$ cat src/hdl/klt_pkg.sv
// klt_pkg: shared types and constants of the keyword language tokenizer
// token kinds, scan modes, byte codes, keyword spellings and queue sizing
// no dependencies
package klt_pkg;

   localparam int POS_BITS = 16;
   localparam int QDEPTH = 4;
   localparam int QPTR_BITS = $clog2(QDEPTH);
   localparam int QCNT_BITS = $clog2(QDEPTH + 1);

   typedef logic [POS_BITS-1:0] pos_type;
   localparam pos_type POS_MAX = {POS_BITS{1'b1}};

   typedef enum logic [1:0] {
      MODE_IDLE  = 2'd0,
      MODE_WORD  = 2'd1,
      MODE_INT   = 2'd2,
      MODE_LABEL = 2'd3
   } scan_mode_type;

   typedef enum logic [3:0] {
      KIND_IDENT   = 4'd0,
      KIND_LABEL   = 4'd1,
      KIND_INT     = 4'd2,
      KIND_INPUT   = 4'd3,
      KIND_OUTPUT  = 4'd4,
      KIND_GOTO    = 4'd5,
      KIND_IF      = 4'd6,
      KIND_THEN    = 4'd7,
      KIND_EQUAL   = 4'd8,
      KIND_PLUS    = 4'd9,
      KIND_LESS    = 4'd10,
      KIND_INVALID = 4'd11,
      KIND_END     = 4'd12
   } lex_kind_type;

   localparam logic [7:0] CHAR_EQUAL = 8'h3D;
   localparam logic [7:0] CHAR_PLUS = 8'h2B;
   localparam logic [7:0] CHAR_LESS = 8'h3C;
   localparam logic [7:0] CHAR_COLON = 8'h3A;
   localparam logic [7:0] CHAR_UNDER = 8'h5F;

   localparam logic [47:0] WORD_INPUT = 48'h00_696E_7075_74;
   localparam logic [47:0] WORD_OUTPUT = 48'h6F75_7470_7574;
   localparam logic [47:0] WORD_GOTO = 48'h0000_676F_746F;
   localparam logic [47:0] WORD_IF = 48'h0000_0000_6966;
   localparam logic [47:0] WORD_THEN = 48'h0000_7468_656E;

   typedef struct packed {
      lex_kind_type kind;
      logic [15:0]  start;
      logic [15:0]  length;
      logic         last;
   } tok_type;

   typedef struct packed {
      logic [1:0] count;
      tok_type    first;
      tok_type    second;
   } push_type;

   typedef struct packed {
      logic    valid;
      tok_type tok;
   } head_type;

endpackage

$ cat src/hdl/klt_queue.sv
// klt_queue: short token queue between scan and emit parts
// takes zero to two tokens per cycle, gives at most one; depends on klt_pkg
module klt_queue import klt_pkg::*; (
   input  logic     clock,
   input  logic     reset,
   input  push_type push,
   output logic     space_ok,
   output head_type head,
   input  logic     pop
);

   tok_type                mem_ff [QDEPTH];
   logic [QPTR_BITS-1:0]   head_ff, head_in;
   logic [QPTR_BITS-1:0]   tail_ff, tail_in;
   logic [QCNT_BITS-1:0]   count_ff, count_in;
   logic [QPTR_BITS-1:0]   tail_next;

   assign space_ok = count_ff <= QCNT_BITS'(QDEPTH - 2);
   assign head.valid = count_ff != '0;
   assign head.tok = mem_ff[head_ff];
   assign tail_next = tail_ff + QPTR_BITS'(1);

   always_comb begin
      head_in = pop ? head_ff + QPTR_BITS'(1) : head_ff;
      tail_in = tail_ff + QPTR_BITS'(push.count);
      count_in = count_ff + QCNT_BITS'(push.count) - QCNT_BITS'(pop);
   end

   always_ff @(posedge clock) begin
      if (reset) begin
         head_ff <= '0;
         tail_ff <= '0;
         count_ff <= '0;
      end else begin
         head_ff <= head_in;
         tail_ff <= tail_in;
         count_ff <= count_in;
      end
   end

   always_ff @(posedge clock) begin
      if (push.count != 2'd0) begin
         mem_ff[tail_ff] <= push.first;
      end
      if (push.count == 2'd2) begin
         mem_ff[tail_next] <= push.second;
      end
   end

`ifndef SYNTHESIS
   a_no_overflow: assert property (@(posedge clock) disable iff (reset)
      count_ff <= QCNT_BITS'(QDEPTH))
      else $error("token queue overflow");
   a_push_fits: assert property (@(posedge clock) disable iff (reset)
      (push.count != 2'd0) |-> space_ok)
      else $error("push without room for two tokens");
   a_pop_nonempty: assert property (@(posedge clock) disable iff (reset)
      pop |-> head.valid)
      else $error("pop from empty token queue");
`endif

endmodule

$ cat config.mk
export PLATFORM = sky130hd
export DESIGN_NAME = klt_queue
export DESIGN_NICKNAME = d
export VERILOG_FILES = /design/src/hdl/klt_pkg.sv /design/src/hdl/klt_queue.sv
export SDC_FILE = /design/constraint.sdc
export NUM_CORES = 1
export LEC_CHECK = 0
export BUFFER_PORTS_ARGS = -buffer_cell sky130_fd_sc_hd__clkbuf_2
export CELL_PAD_IN_SITES_DETAIL_PLACEMENT = 1
export CELL_PAD_IN_SITES_GLOBAL_PLACEMENT = 2
export CORE_MARGIN = 8
export CORE_UTILIZATION = 44
export CTS_BUF_LIST = sky130_fd_sc_hd__clkbuf_4 sky130_fd_sc_hd__clkbuf_8
export DETAILED_ROUTE_END_ITERATION = 16
export PLACE_DENSITY_LB_ADDON = 0.1
export SLEW_MARGIN = 30
export SYNTH_ARGS = -nofsm -noshare
export SYNTH_HDL_FRONTEND = slang
export SYNTH_SLANG_ARGS = --single-unit
$ cat constraint.sdc
create_clock -name clock -period 4.1 [get_ports clock]
set_input_delay 0.41 -clock clock [delete_from_list [all_inputs] [get_ports clock]]
set_output_delay 0.41 -clock clock [all_outputs]
set_load 0.02 [all_outputs]
==> run metrics, run 1 <==
crit path buf inv count 1; clk sinks 157; vias per std cell 5.370; r2r worst-path depth 3; unrepaired setup endpoints after global routing no; min Tclk post-route 2.603 ns; vias in the first global route 4589; R2R Path End mem_ff[2][36]$_DFFE_PP_; status finished, final reports clean; CP max stage delay 0.91 ns; Starting DRT DRC Count 155; FF-to-FF Start tail_ff[1]$_SDFF_PP0_; Gate Count Post-Synth 403; r2r setup slk 1.72 ns; number of buffers created by CTS 17; WHS 0.2377 ns; Mapped Nets 487; Final period util 0.6348; TNS Setup 0 ns; Antenna Nets Post-Route 0; count of final setup violators 0; HPWL after detailed placement 11.10 mm; Worst-path clk slew 0.08 ns; max-cap violations 0; CP Capture Type output port; final hold vios 0; share of cells above drive strength 1 0.5888; post-synthesis sequential area ratio 0.5865; starting density of the core 0.4435; Final GP Congestion 0.6983; Slew HR 0.3768; cts repair resizes 0; Worst EP arrival 2.19 ns; Worst-Margin Slew 0.9348 ns; worst-skew pair later-pin latency 0.44 ns; worst-path fanout max 37; Synth Register Bits 157; routed wire length 17.76 mm; # hold bufs at CTS 0; Fmax 384.2 MHz; Final #Nets 606; largest net degree at the start of global routing 38; Critical Setup Path Class flip-flop to output port; Critical Path RT 3.69 ns; Pwr Density 438.0 mW/mm2; Inst Count DP 732; crit path cell chain mux4_2 -> clkbuf_2; Setup Buffers After CTS 0; hold wc startpoint reset; synth warn 0; first-pass GRT wire length 26.45 mm; Syn Std Cell Area 0.007885 mm2; Root Buffer clkbuf_8; Synth cell types 29; most common cell after layout, fill and taps aside edfxtp_1; CTS tree yes; slowest CP cell dfxtp_4; Die ar. 0.02246 mm2; GRT overflow 0; LEAKAGE 3.379 nW; peak supply drop 0.0002443 V; Slew Limit Fails 0; most frequent cells in the layout edfxtp_1 (148), clkbuf_2 (117), mux2_4 (68), mux2_2 (45), mux4_2 (37); HP Class input pin to flip-flop; Critical Path Start Type flip-flop; io pins 118; Avg Inst Size Synth 19.57 um2; DRC 0; die height 149.9 um; cell family with the largest share of critical-path delay flip-flops; WL/cell 23.24 um; Rows 49; IO buf count 117; hold depth 2; final clock skew 0.008844 ns; aggregate global-route resource usage 0.1610; H-tree levels 4; Clock Path Buffers 2; Layout Area Growth over Synthesis 14.98%; Die Width 149.9 um; DR pass1 iterations 4; Antenna Diode Count 0; initial antenna violation count 0; Non-Filler Instances 764; vias 4103; core area 0.01778 mm2
worst max path at each step:
stage / start / end / slack, ns / depth (start not counted)
2_1_floorplan: push[75] / mem_ff[0][0]$_DFFE_PP_ / 0.33 / 3
3_3_place_gp: push[74] / mem_ff[2][20]$_DFFE_PP_ / 1.63 / 4
3_5_place_dp: push[74] / mem_ff[2][36]$_DFFE_PP_ / 1.60 / 4
4_1_cts: flip-flop / head[32] / 1.38 / 2
5_1_grt: flip-flop / head[32] / 1.32 / 2
6_report: flip-flop / head[32] / 1.50 / 2
per-stage QoR:
stage          total power, mW  instance area, um2  utilization  worst slack [ns]
6_report                 3.971                9066       0.5099             1.497
5_1_grt                  4.145                9066       0.5099             1.319
4_1_cts                  4.030                9066       0.5099             1.381
3_5_place_dp             2.860                8668       0.4875             1.597
3_3_place_gp             2.838                8666       0.4874             1.630
2_1_floorplan            2.576                7885            -            0.3302
power breakdown:
part	switching [mW]	total, mW	internal, mW
clock	0.562	1.17	0.607
sequential	0.0830	2.04	1.96
combinational	0.405	0.761	0.357
total	1.05	3.97	2.92
routing by layer:
layer  vias up  track usage  wire length [um]
li1       1870            -                 -
met1      2134       0.1911              7577
met2        83       0.2829              9298
met3        16      0.04294               716
met4         0      0.04348               163
met5         -            0                 0
registers in the layout, summed over array words and instances (netlist names), named ones only:
name,flops
count_ff,3
mem_ff,148
tail_ff,2
head_ff,2
cell type report:
cell class / count / area, um2
Fill cell: 1681 / 8713
Sequential cell: 157 / 4632
Multi-Input combinational cell: 215 / 3082
Timing Repair Buffer: 125 / 645.6
Tap cell: 229 / 286.5
Clock buffer: 19 / 249.0
Clock inverter: 13 / 148.9
Inverter: 6 / 22.52
kinds of logic (layout without fill, tap and decap cells):
kind of cell | after synthesis | count (layout) | share of synthesized area
mux | 186 | 186 | 0.3507
fa+ha+maj | 5 | 5 | 0.008886
xor+xnor | 3 | 3 | 0.006982
buf+inv | 31 | 163 | 0.02904
compound gates | 6 | 6 | 0.005077
flops | 157 | 157 | 0.5865
simple gates | 15 | 15 | 0.01285
cell usage after synthesis:
cell | instances | area share
edfxtp_1 | 148 | 0.56
mux2_4 | 68 | 0.13
mux2_2 | 45 | 0.064
mux4_2 | 37 | 0.11
mux2_1 | 35 | 0.050
buf_6 | 12 | 0.017
dfxtp_1 | 9 | 0.023
nor2_1 | 7 | 0.0033
inv_1 | 6 | 0.0029
buf_2 | 5 | 0.0032
buf_4 | 4 | 0.0038
ha_1 | 4 | 0.0063
buf_1 | 3 | 0.0014
a21oi_1 | 2 | 0.0013
and4bb_1 | 2 | 0.0032
nor2b_1 | 2 | 0.0016
o21bai_1 | 2 | 0.0019
a21bo_2 | 1 | 0.0013
clkbuf_2 | 1 | 0.00063
fa_1 | 1 | 0.0025
mux2i_1 | 1 | 0.0013
nand3b_1 | 1 | 0.00095
nand4b_1 | 1 | 0.0011
nor4b_2 | 1 | 0.0019
o21ai_0 | 1 | 0.00063
or3_1 | 1 | 0.00079
xnor2_1 | 1 | 0.0011
xnor3_1 | 1 | 0.0029
xor3_1 | 1 | 0.0030
worst register-to-register path, cell delays in order (launching register included):
cell and delay [ns]:
dfxtp_1 0.45, and4bb_2 0.74, buf_4 0.54, mux2_2 0.40
No activity file was read; power rests on OpenSTA's default activity.
==> run 2, diff against run 1 <==
Settings changed: CORE_UTILIZATION 44 to 40.
Clock period 4.1 ns to 2.3 ns, I/O delays scaled along.
==> run 2 against run 1 <==
  * Worst hold slack got worse by 0.18 ns
  * Cell count grew 6.0%
  * Combinational power increased by 93%
  * Sequential share of layout area down 0.71 points
  * Critical path type unchanged
  * Largest power group unchanged
==> run metrics, run 2 (synthesis gave the netlist of run 1 again) <==
most frequent cells in the layout edfxtp_1 (148), clkbuf_2 (117), mux2_4 (68), mux2_2 (45), mux4_2 (37); # hold bufs at CTS 0; Final GP Congestion 0.7207; count of final setup violators 0; TNS Setup 0 ns; share of cells above drive strength 1 0.5927; vias per std cell 5.160; Final period util 0.9192; DR pass1 iterations 4; Inst Count DP 780; max reg flops 148; Clock Path Buffers 2; first-pass GRT wire length 28.74 mm; Die Width 156.4 um; Critical Setup Path Class flip-flop to output port; status finished, final reports clean; fillers 1923; GRT overflow 0; aggregate global-route resource usage 0.1587; die height 156.4 um; Root Buffer clkbuf_8; starting density of the core 0.4065; Pwr Density 750.4 mW/mm2; core area 0.01940 mm2; Layout Area Growth over Synthesis 16.53%; Antenna Nets Post-Route 0; final clock skew 0.008714 ns; Top Registers mem_ff x148, count_ff x3; worst-path fanout max 14; routed wire length 18.51 mm; Slew HR 0.5658; IO buf count 117; Critical Path RT 2.07 ns; unrepaired setup endpoints after global routing no; register with the most flip-flops mem_ff; most common cell after layout, fill and taps aside edfxtp_1; CTS tree yes; CP Capture Type output port; Tot Pwr 6.896 mW; DP Area 0.008851 mm2; worst-skew pair later-pin latency 0.44 ns; DRC 0; initial antenna violation count 0; Worst-Margin Slew 0.6497 ns; Worst-path clk slew 0.09 ns; Fmax 473.0 MHz; cts repair resizes 0; HP Class input pin to flip-flop; clk sinks 157; min Tclk post-route 2.114 ns; post-route cell area 0.009189 mm2; Worst EP arrival 1.88 ns; Setup WS post-layout 0.1858 ns; peak supply drop 0.0003435 V; Antenna Diode Count 0; final hold vios 0; Critical Path Start Type flip-flop; Die ar. 0.02446 mm2; Setup Buffers After CTS 0; Slew Limit Fails 0; largest net degree at the start of global routing 24; number of buffers created by CTS 17; Setup WS pre-CTS 0.3931 ns; Core Util, Final 0.4737; Rows 51; Final #Nets 618; LEAKAGE 3.427 nW; vias 4180; HPWL after detailed placement 12.31 mm; H-tree levels 4; WHS 0.05860 ns; Starting DRT DRC Count 209; Non-Filler Instances 810; vias in the first global route 4882; io pins 118; max-cap violations 0; WL/cell 22.85 um
-- run 2: cell types whose count changed in the layout (fill, tap and decap cells not counted) --
cell / delta
clkinvlp_4: -1
buf_12: +4
bufinv_16: -2
clkbuf_4: +2
dfxtp_2: +1
buf_4: +8
clkinv_1: +2
clkinv_2: -3
dfxtp_4: -1
-- run 2: worst paths after layout --
path / cells after the start / end / from / slack [ns]
max reg2reg: 3 / mem_ff[3][36]$_DFFE_PP_ / tail_ff[1]$_SDFF_PP0_ / 0.41
max: 3 / head[27] / flip-flop / 0.19
min: 2 / count_ff[1]$_SDFF_PP0_ / reset / 0.06
min reg2reg: 2 / head_ff[1]$_SDFFE_PP0P_ / head_ff[0]$_SDFFE_PP0P_ / 0.59
-- run 2: metal layers --
layer	vias up	track usage	wire (um)
li1	1888	-	-
met1	2186	0.1887	7703
met2	88	0.2825	9873
met3	18	0.03447	723
met4	0	0.04668	208
met5	-	0	0
-- run 2: layout make-up --
cell class	instances	area, um2	share of cell area
clock buffers	21	264.0	0.02873
clock inverters	9	73.82	0.008034
inverters	6	22.52	0.002451
multi-input cells	215	3082	0.3354
flip-flops and latches	157	4629	0.5038
well taps	265	331.6	0.03608
repair buffers	137	785.8	0.08551
-- run 2: worst max-delay path, cell delays in order (launching register included) --
cell and delay [ns]:
dfxtp_4 0.37, buf_4 0.31, mux4_2 0.58, clkbuf_2 0.18
-- run 2: power by group --
group / switching (mW) / internal [mW] / total [mW]
registers: 0.0894 / 3.49 / 3.58
clock network: 0.969 / 0.875 / 1.84
logic: 0.798 / 0.675 / 1.47
