File: src/hdl/klt_pkg.sv
// klt_pkg: shared types and constants of the keyword language tokenizer
// token kinds, scan modes, byte codes, keyword spellings and queue sizing
// no dependencies
package klt_pkg;

   localparam int POS_BITS = 16;
   localparam int QDEPTH = 4;
   localparam int QPTR_BITS = $clog2(QDEPTH);
   localparam int QCNT_BITS = $clog2(QDEPTH + 1);

   typedef logic [POS_BITS-1:0] pos_type;
   localparam pos_type POS_MAX = {POS_BITS{1'b1}};

   typedef enum logic [1:0] {
      MODE_IDLE  = 2'd0,
      MODE_WORD  = 2'd1,
      MODE_INT   = 2'd2,
      MODE_LABEL = 2'd3
   } scan_mode_type;

   typedef enum logic [3:0] {
      KIND_IDENT   = 4'd0,
      KIND_LABEL   = 4'd1,
      KIND_INT     = 4'd2,
      KIND_INPUT   = 4'd3,
      KIND_OUTPUT  = 4'd4,
      KIND_GOTO    = 4'd5,
      KIND_IF      = 4'd6,
      KIND_THEN    = 4'd7,
      KIND_EQUAL   = 4'd8,
      KIND_PLUS    = 4'd9,
      KIND_LESS    = 4'd10,
      KIND_INVALID = 4'd11,
      KIND_END     = 4'd12
   } lex_kind_type;

   localparam logic [7:0] CHAR_EQUAL = 8'h3D;
   localparam logic [7:0] CHAR_PLUS = 8'h2B;
   localparam logic [7:0] CHAR_LESS = 8'h3C;
   localparam logic [7:0] CHAR_COLON = 8'h3A;
   localparam logic [7:0] CHAR_UNDER = 8'h5F;

   localparam logic [47:0] WORD_INPUT = 48'h00_696E_7075_74;
   localparam logic [47:0] WORD_OUTPUT = 48'h6F75_7470_7574;
   localparam logic [47:0] WORD_GOTO = 48'h0000_676F_746F;
   localparam logic [47:0] WORD_IF = 48'h0000_0000_6966;
   localparam logic [47:0] WORD_THEN = 48'h0000_7468_656E;

   typedef struct packed {
      lex_kind_type kind;
      logic [15:0]  start;
      logic [15:0]  length;
      logic         last;
   } tok_type;

   typedef struct packed {
      logic [1:0] count;
      tok_type    first;
      tok_type    second;
   } push_type;

   typedef struct packed {
      logic    valid;
      tok_type tok;
   } head_type;

endpackage

File: src/hdl/klt_if.sv
// klt_req_if and klt_rsp_if: valid/ready channels of the tokenizer
// depends on klt_pkg for the token kind type
interface klt_req_if;
   logic       valid;
   logic       ready;
   logic [7:0] char_code;
   logic       end_of_text;

   modport source (output valid, output char_code, output end_of_text, input ready);
   modport sink (input valid, input char_code, input end_of_text, output ready);
endinterface


File: src/hdl/klt_scan.sv
// klt_scan: front part, classifies each byte and tracks the open token
// pushes up to two tokens per item into the queue; depends on klt_pkg, klt_if
module klt_scan import klt_pkg::*; (
   input  logic          clock,
   input  logic          reset,
   klt_req_if.sink       req_chan,
   input  logic          space_ok,
   output push_type      push
);

   scan_mode_type mode_ff, mode_in;
   pos_type       start_ff, start_in;
   pos_type       len_ff, len_in;
   pos_type       position_ff, position_in;
   logic [47:0]   prefix_ff, prefix_in;

   logic           accept;
   logic [7:0]     c;
   logic           eot;
   logic           digit;
   logic           space;
   logic           wordc;
   logic           grow;
   logic           close_valid;
   logic           sec_valid;
   lex_kind_type   kw;
   tok_type        close_tok;
   tok_type        sec_tok;

   assign req_chan.ready = space_ok;

   always_comb begin
      c = req_chan.char_code;
      eot = req_chan.end_of_text;
      accept = req_chan.valid && space_ok;
      digit = (c >= 8'h30) && (c <= 8'h39);
      space = (c == 8'h20) || ((c >= 8'h09) && (c <= 8'h0D));
      wordc = digit || ((c >= 8'h61) && (c <= 8'h7A)) || ((c >= 8'h41) && (c <= 8'h5A))
              || (c == CHAR_UNDER);
      grow = !eot && (((mode_ff == MODE_INT) && digit)
                      || (((mode_ff == MODE_WORD) || (mode_ff == MODE_LABEL)) && wordc));
      close_valid = !grow && (mode_ff != MODE_IDLE);

      if ((len_ff == pos_type'(5)) && (prefix_ff == WORD_INPUT)) begin
         kw = KIND_INPUT;
      end else if ((len_ff == pos_type'(6)) && (prefix_ff == WORD_OUTPUT)) begin
         kw = KIND_OUTPUT;
      end else if ((len_ff == pos_type'(4)) && (prefix_ff == WORD_GOTO)) begin
         kw = KIND_GOTO;
      end else if ((len_ff == pos_type'(2)) && (prefix_ff == WORD_IF)) begin
         kw = KIND_IF;
      end else if ((len_ff == pos_type'(4)) && (prefix_ff == WORD_THEN)) begin
         kw = KIND_THEN;
      end else begin
         kw = KIND_IDENT;
      end

      close_tok.start = 16'(start_ff);
      close_tok.length = 16'(len_ff);
      case (mode_ff)
         MODE_WORD: begin
            close_tok.kind = kw;
            if (kw != KIND_IDENT) begin
               close_tok.length = '0;
            end
         end
         MODE_INT: close_tok.kind = KIND_INT;
         MODE_LABEL: close_tok.kind = KIND_LABEL;
         default: close_tok.kind = KIND_IDENT;
      endcase

      sec_valid = 1'b0;
      sec_tok.kind = KIND_END;
      sec_tok.start = 16'(position_ff);
      sec_tok.length = '0;
      sec_tok.last = 1'b1;
      if (eot) begin
         sec_valid = 1'b1;
      end else if (!grow) begin
         if (c == CHAR_EQUAL) begin
            sec_valid = 1'b1;
            sec_tok.kind = KIND_EQUAL;
         end else if (c == CHAR_PLUS) begin
            sec_valid = 1'b1;
            sec_tok.kind = KIND_PLUS;
         end else if (c == CHAR_LESS) begin
            sec_valid = 1'b1;
            sec_tok.kind = KIND_LESS;
         end else if (!space && (c != CHAR_COLON) && !wordc) begin
            sec_valid = 1'b1;
            sec_tok.kind = KIND_INVALID;
            sec_tok.length = 16'd1;
         end
      end
      close_tok.last = !sec_valid;

      push.count = accept ? ({1'b0, close_valid} + {1'b0, sec_valid}) : 2'd0;
      push.first = close_valid ? close_tok : sec_tok;
      push.second = sec_tok;

      mode_in = mode_ff;
      start_in = start_ff;
      len_in = len_ff;
      prefix_in = prefix_ff;
      position_in = position_ff;
      if (accept) begin
         position_in = position_ff + pos_type'(1);
         if (eot) begin
            mode_in = MODE_IDLE;
            start_in = '0;
            len_in = '0;
            prefix_in = '0;
            position_in = '0;
         end else if (grow) begin
            if (len_ff < pos_type'(6)) begin
               prefix_in = {prefix_ff[39:0], c};
            end
            if (len_ff != POS_MAX) begin
               len_in = len_ff + pos_type'(1);
            end
         end else if (c == CHAR_COLON) begin
            mode_in = MODE_LABEL;
            start_in = position_ff + pos_type'(1);
            len_in = '0;
            prefix_in = '0;
         end else if (digit) begin
            mode_in = MODE_INT;
            start_in = position_ff;
            len_in = pos_type'(1);
            prefix_in = {40'd0, c};
         end else if (wordc) begin
            mode_in = MODE_WORD;
            start_in = position_ff;
            len_in = pos_type'(1);
            prefix_in = {40'd0, c};
         end else begin
            mode_in = MODE_IDLE;
            len_in = '0;
            prefix_in = '0;
         end
      end
   end

   always_ff @(posedge clock) begin
      if (reset) begin
         mode_ff <= MODE_IDLE;
         start_ff <= '0;
         len_ff <= '0;
         prefix_ff <= '0;
         position_ff <= '0;
      end else begin
         mode_ff <= mode_in;
         start_ff <= start_in;
         len_ff <= len_in;
         prefix_ff <= prefix_in;
         position_ff <= position_in;
      end
   end

`ifndef SYNTHESIS
   a_end_clears: assert property (@(posedge clock) disable iff (reset)
      (accept && eot) |=> (mode_ff == MODE_IDLE) && (position_ff == '0) && (len_ff == '0))
      else $error("end of text did not clear scan state");
   a_idle_empty: assert property (@(posedge clock) disable iff (reset)
      (mode_ff == MODE_IDLE) |-> (len_ff == '0) && (prefix_ff == '0))
      else $error("idle scanner holds token bytes");
   a_word_nonempty: assert property (@(posedge clock) disable iff (reset)
      ((mode_ff == MODE_WORD) || (mode_ff == MODE_INT)) |-> (len_ff != '0))
      else $error("open word or integer with no bytes");
`endif

endmodule

File: src/flat_wrapper.sv
// flat-port wrapper written by rule: the top's interface ports become plain ports
module klt_scan_flat import klt_pkg::*;
  (clock, reset, space_ok, push, req_chan_valid, req_chan_char_code, req_chan_end_of_text, req_chan_ready);
  klt_req_if req_chan_i ();
  input  logic clock;
  input  logic reset;
  input  logic space_ok;
  output push_type push;
  input wire logic [$bits(req_chan_i.valid)-1:0] req_chan_valid;
  input wire logic [$bits(req_chan_i.char_code)-1:0] req_chan_char_code;
  input wire logic [$bits(req_chan_i.end_of_text)-1:0] req_chan_end_of_text;
  output wire logic [$bits(req_chan_i.ready)-1:0] req_chan_ready;
  assign req_chan_i.valid = req_chan_valid;
  assign req_chan_i.char_code = req_chan_char_code;
  assign req_chan_i.end_of_text = req_chan_end_of_text;
  assign req_chan_ready = req_chan_i.ready;
  klt_scan u_core (.clock(clock), .reset(reset), .req_chan(req_chan_i), .space_ok(space_ok), .push(push));
endmodule
File: config.mk
export PLATFORM = sky130hd
export DESIGN_NAME = klt_scan_flat
export DESIGN_NICKNAME = d
export VERILOG_FILES = /design/src/hdl/klt_pkg.sv /design/src/hdl/klt_if.sv /design/src/hdl/klt_scan.sv /design/src/flat_wrapper.sv
export SDC_FILE = /design/constraint.sdc
export NUM_CORES = 1
export LEC_CHECK = 0
export ABC_AREA = 0
export BUFFER_PORTS_ARGS = -buffer_cell sky130_fd_sc_hd__buf_2
export CAP_MARGIN = 20
export CORE_MARGIN = 1.5
export CORE_UTILIZATION = 35
export CTS_BUF_LIST = sky130_fd_sc_hd__clkbuf_4
export DETAILED_ROUTE_END_ITERATION = 8
export GPL_ROUTABILITY_DRIVEN = 0
export SYNTH_ARGS = -nofsm -noshare
export SYNTH_HDL_FRONTEND = slang
export SYNTH_SLANG_ARGS = --single-unit
File: constraint.sdc
create_clock -name clock -period 2.3 [get_ports clock]
set_input_delay 0.115 -clock clock [delete_from_list [all_inputs] [get_ports clock]]
set_output_delay 0.115 -clock clock [all_outputs]
set_load 0.01 [all_outputs]
==> results of run 1 <==
cells in the mapped netlist (3+ instances only):
cell       instances
nand2_1           55
o21ai_0           27
a31oi_1            5
or4_1             12
nor4b_1            4
o2bb2ai_1         15
buf_6              3
nand3b_1           5
xor2_1            11
nand4_1           32
nor2b_1            3
a21oi_1           30
buf_4             22
and3_1             7
nor4_1            13
and4_1             3
nand3_1           10
xnor2_1            4
a22oi_1            9
nand2b_1          10
ha_1               6
inv_1             10
o31ai_1            7
mux2i_1            8
buf_2             15
or3_1              5
nor2_1            59
a22o_1            40
dfxtp_1           98
nor3b_1            5
nand4b_1           5
buf_1              3
nor3_1            14
clkbuf_1          21
mux2_4             8
mux2_2             9
layout make-up:
class                           instances  area, sq um
Tap cell                              188          235
Clock inverter                          7         52.6
Clock buffer                            9         67.6
Timing Repair Buffer                  169         1160
Fill cell                            1478         8360
Multi-Input combinational cell        479         3310
Inverter                               10         40.0
Sequential cell                        98         1970
power breakdown:
part           switching (W)  internal (W)
clock network       0.000634      0.000233
registers         0.00000291       0.00170
logic               0.000174      0.000104
sequential cells by signal, indices dropped and copies added, names as in the netlist:
signal,cells
u_core.len_ff,16
u_core.start_ff,16
u_core.position_ff,16
u_core.mode_ff,2
u_core.prefix_ff,48
worst min-delay path, delay by kind of cell:
family        cells  cell delay, ns
buf+inv           2            0.27
mux               1            0.06
simple gates      1            0.06
stage by stage:
step | hold WS, ns | utilization | cell area (sq um) | total power, W
floorplan | 0.254 | - | 5490 | 0.00192
global placement | 0.409 | 0.420 | 6380 | 0.00200
detailed placement | 0.415 | 0.420 | 6380 | 0.00200
CTS | 0.0470 | 0.444 | 6750 | 0.00287
global route | 0.0505 | 0.450 | 6840 | 0.00298
finish | 0.0792 | 0.450 | 6840 | 0.00285
how the worst min path moves through the flow:
stage	startpoint	to	cells past startpoint
after global placement	reset	u_core.len_ff[1]$_SDFFE_PP0P_	2
final	req_chan_char_code[4]	u_core.prefix_ff[4]$_SDFFE_PP0P_	4
after floorplan	req_chan_char_code[5]	u_core.prefix_ff[5]$_SDFFE_PP0P_	2
after CTS	req_chan_char_code[4]	u_core.prefix_ff[4]$_SDFFE_PP0P_	4
after global routing	req_chan_char_code[3]	u_core.prefix_ff[3]$_SDFFE_PP0P_	4
after detailed placement	reset	u_core.len_ff[1]$_SDFFE_PP0P_	2
kinds of logic (layout without fill, tap and decap cells):
logic type | Yosys count | in the layout
adders and majority gates | 6 | 6
and+or+nand+nor | 258 | 258
DFF | 98 | 98
other | 2 | 17
buffers and inverters | 74 | 195
xor gates and xnor gates | 15 | 15
AOI/OAI and AO/OA | 158 | 158
muxes | 25 | 25
layer usage:
layer  GRT usage  vias up  share of wire
met2       0.315      130           0.48
met1       0.238     2561           0.45
li1            -     2594              -
met3      0.0389       28          0.043
met4      0.0687        0          0.022
met5           0        -              0
what timing repair did:
item,4_1_cts,5_1_grt
hold endpoints to repair,6,0
endpoints found under the setup margin,38,48
gates resized for setup,37,12
hold buffers,5,0
setup buffers,6,6
pin swaps,16,5
==> flow_summary.json, run 1 <==
{
  "place_inst": 927,
  "cts_buffers": 9,
  "netlist.area_leader.share": 0.361,
  "drtIter0Drc": 329,
  "die_y_um": 128,
  "ctsRootBufferMaster": "clkbuf_4",
  "clock_sinks": 98,
  "finalHoldViolCount": 0,
  "ys.flop_type": "dfxtp_1",
  "wirelength_um": 15300,
  "status": "finished, violations left",
  "netlist_top_cells_area": "dfxtp_1, a22o_1, nor2_1",
  "layout_commonest_cell": "dfxtp_1",
  "min_path_type": "in -> reg",
  "rows": 45,
  "insertion_delay_ns": 0.47,
  "synth_xor_area_frac": 0.0242,
  "synth_edf_count": 0,
  "dieArea_sq_um": 16300,
  "dp_hpwl_um": 10900,
  "yosysUniqueCellTypes": 69,
  "design.core.area_sq_um": 15200,
  "path_clk_slew_ns": 0.18,
  "crit_path_start": "u_core.prefix_ff[25]$_SDFFE_PP0P_",
  "synth-compound-area-share": 0.212,
  "mostFrequentLayoutCells": "dfxtp_1, buf_4, buf_2",
  "start_util": 0.358,
  "p_leak_nw": 2.73,
  "grt_pass1_wl_um": 24700,
  "setup.worst_path.end": "push[39]",
  "setup_viol": 19,
  "r2r_start": "u_core.position_ff[2]$_SDFFE_PP0P_",
  "finalCriticalPeriod_ns": 2.75,
  "grt_overflow": 0,
  "yosysSeqAreaShare": 0.361,
  "stdcell_count": 960,
  "maxCapViolCount": 0,
  "drc": 0,
  "synthAdderAreaFrac": 0.0138,
  "vias": 5313,
  "ys_seq_elements": 98,
  "finClkSkew_ns": 0.0303,
  "cp.arrival_ns": 2.63,
  "violations": "setup timing",
  "postSynthAreaPerCell_sq_um": 8.55,
  "relSlewSlack": 0.643,
  "startpoint_type": "register",
  "power-per-cell-area_nw_per_um2": 417,
  "final_nets": 786,
  "die_x_um": 128,
  "cpMaxStageDelayCell": "or4_4",
  "grt_antenna_before_repair": 0,
  "critPathTopFamily": "simple AND/OR/NAND/NOR gates",
  "yosys_warnings": 0,
  "critPathRequiredTime_ns": 2.18,
  "viasPerCell": 5.53,
  "yosys.area_share.simple": 0.258,
  "cpPeakStageDelay_ns": 0.52,
  "grt_pass1_vias": 5007,
  "crit_buf_inv": 2,
  "fin_tns_setup_ns": -8.03,
  "synth_top_family_by_area": "simple AND/OR/NAND/NOR gates",
  "netlist_area_sq_um": 5440,
  "setup.worst_path.end_class": "primary output",
  "ff2ff_path_depth": 8,
  "cts_tree": "yes",
  "vdd_drop_max_uv": 205,
  "fin_ws_ns": -0.446,
  "netlist_instances": 636,
  "worst_slew_pin_slew_ns": 0.534,
  "r2r_setup_slack_ns": 0.24,
  "path_class": "reg -> out",
  "async_flop_share": 0,
  "synthMuxAreaShare": 0.0555,
  "path_cells": "or4b_1 -> or4_4 -> o22ai_4 -> a31oi_4 -> a21oi_4 -> buf_12 -> nor3_1 -> buf_2",
  "area_growth_pct": 25.8,
  "grt_max_degree": 41,
  "yosysTopAreaCell": "dfxtp_1",
  "clock_path_buffers": 2,
  "cts_max_level": 3,
  "pre_cts_ws_ns": -0.0689,
  "cp_max_fo": 15,
  "grt_use_total": 0.188,
  "drtAntennaViolNets": 0,
  "port_buffers": 72,
  "post_drt_wl_per_cell_um": 15.9,
  "fmax_mhz": 364,
  "reg2reg_to": "u_core.start_ff[15]$_SDFFE_PP0P_",
  "post-route-period-util": 1.19,
  "drive_above_1_share": 0.320,
  "rsz0062_at_grt": "yes",
  "slew_violations": 0,
  "drt-pass1-iter-count": 5,
  "diodes": 0,
  "cp_num_cells": 8,
  "pin_count": 90
}
No activity file was read; power rests on OpenSTA's default activity.
==> inputs of run 2 (changes only) <==
Settings changed: TNS_END_PERCENT set to 30.
Clock period 2.3 ns to 2.8 ns, I/O delays scaled along.
==> flow_summary.json, run 2 (same netlist as run 1, synthesis figures left out) <==
{
  "status": "finished, violations left",
  "violations": "setup timing",
  "path_class": "reg -> out",
  "final_nets": 717,
  "design.core.area_sq_um": 15200,
  "port_buffers": 72,
  "setup.worst_path.end_class": "primary output",
  "cts_max_level": 3,
  "post_drt_wl_per_cell_um": 16.4,
  "cp.arrival_ns": 2.70,
  "worst_slew_pin_slew_ns": 0.875,
  "mostFrequentLayoutCells": "dfxtp_1, buf_2, nor2_1",
  "startpoint_type": "register",
  "cp_max_fo": 15,
  "rsz0062_at_grt": "yes",
  "insertion_delay_ns": 0.49,
  "grt_use_total": 0.182,
  "fin_ws_ns": -0.0374,
  "finalHoldViolCount": 0,
  "die_x_um": 128,
  "ctsRootBufferMaster": "clkbuf_4",
  "finalCriticalPeriod_ns": 2.84,
  "area_growth_pct": 16.9,
  "cts_buffers": 9,
  "grt_pass1_vias": 4824,
  "start_util": 0.358,
  "post-route-period-util": 1.01,
  "setup_viol": 16,
  "drt-pass1-iter-count": 5,
  "path_clk_slew_ns": 0.17,
  "min_path_type": "in -> reg",
  "pre_cts_ws_ns": 0.255,
  "grt_max_degree": 41,
  "layout_commonest_cell": "dfxtp_1",
  "fmax_mhz": 352,
  "dp_hpwl_um": 9930,
  "stdcell_count": 891,
  "wirelength_um": 14600,
  "place_inst": 862,
  "drtAntennaViolNets": 0,
  "power-per-cell-area_nw_per_um2": 379,
  "grt_antenna_before_repair": 0,
  "rows": 45,
  "clock_sinks": 98,
  "grt_pass1_wl_um": 23900,
  "slew_violations": 0,
  "viasPerCell": 5.66,
  "cts_tree": "yes",
  "nFillCells": 1512,
  "clock_path_buffers": 2,
  "diodes": 0,
  "drive_above_1_share": 0.267,
  "vdd_drop_max_uv": 188,
  "grt_overflow": 0,
  "drc": 0,
  "pin_count": 90,
  "vias": 5040,
  "drtIter0Drc": 383,
  "finClkSkew_ns": 0.0180,
  "power_w": 0.00241,
  "relSlewSlack": 0.413,
  "p_leak_nw": 2.37,
  "maxCapViolCount": 0,
  "largest_reg_flops": 48,
  "holdWs_ns": 0.159,
  "die_y_um": 128,
  "dieArea_sq_um": 16300,
  "largest_register": "u_core.prefix_ff",
  "critPathRequiredTime_ns": 2.66
}
-- run 2: cell types whose count changed in the layout (fill, tap and decap cells not counted), moves of 2 or more --
cell           delta
dfxtp_1          -16
buf_12            -2
dlygate4sd3_1     +2
dfxtp_4           +5
nor4_2            -4
buf_4            -68
nor4_1            +2
inv_1             +2
nor4_4            +2
dfxtp_2          +11
buf_6             -2
nand2_4           -2
-- run 2: path summary, 6_finish.rpt --
path	from	endpoint	slack, ns	cells after the start
max	u_core.prefix_ff[24]$_SDFFE_PP0P_	push[39]	-0.04	8
max reg2reg	u_core.len_ff[0]$_SDFFE_PP0P_	u_core.len_ff[6]$_SDFFE_PP0P_	0.38	6
min reg2reg	u_core.start_ff[3]$_SDFFE_PP0P_	u_core.start_ff[3]$_SDFFE_PP0P_	0.48	1
min	reset	u_core.position_ff[13]$_SDFFE_PP0P_	0.16	2
-- run 2: timing repair --
action,CTS,global route
pin swaps,13,7
endpoints found under the hold margin,7,0
buffers inserted,5,1
gates resized for setup,33,28
hold buffers,7,0
setup endpoints to repair,26,21
-- run 2: layout make-up --
type / instances / area, sq um / share of cell area
multi-input cells: 479 / 3320 / 0.522
flip-flops and latches: 98 / 2010 / 0.316
repair buffers: 100 / 613 / 0.0965
well taps: 188 / 235 / 0.0370
clock buffers: 10 / 75.1 / 0.0118
clock inverters: 6 / 71.3 / 0.0112
inverters: 10 / 37.5 / 0.00591
-- run 2: metrics by stage --
stage	setup TNS [ns]	area (sq um)	utilization
global placement	0	5870	0.386
finish	-0.293	6350	0.418
CTS	-0.483	6240	0.411
floorplan	0	5490	-
global route	-2.36	6350	0.418
detailed placement	0	5870	0.386
-- run 2: where the power goes --
group          internal, W  leakage, nW  switching (W)
Clock             0.000294       0.0809       0.000514
Combinational    0.0000684         1.49       0.000135
Sequential         0.00139        0.803     0.00000463
Total              0.00175         2.37       0.000654
-- run 2: metal layers --
metal	up-vias	track usage	part of all wire
met5	-	0	0
met4	0	0.0575	0.017
met3	18	0.0410	0.055
met2	152	0.298	0.47
met1	2412	0.238	0.45
li1	2458	-	-
-- run 2: critical path, cell delays in order, from the launching register on --
cell and delay, ns:
dfxtp_4 0.39, or4b_1 0.51, or4_4 0.51, o22ai_4 0.14, a31oi_4 0.13, a21oi_4 0.18, buf_12 0.15, nor3_1 0.06
buf_2 0.14
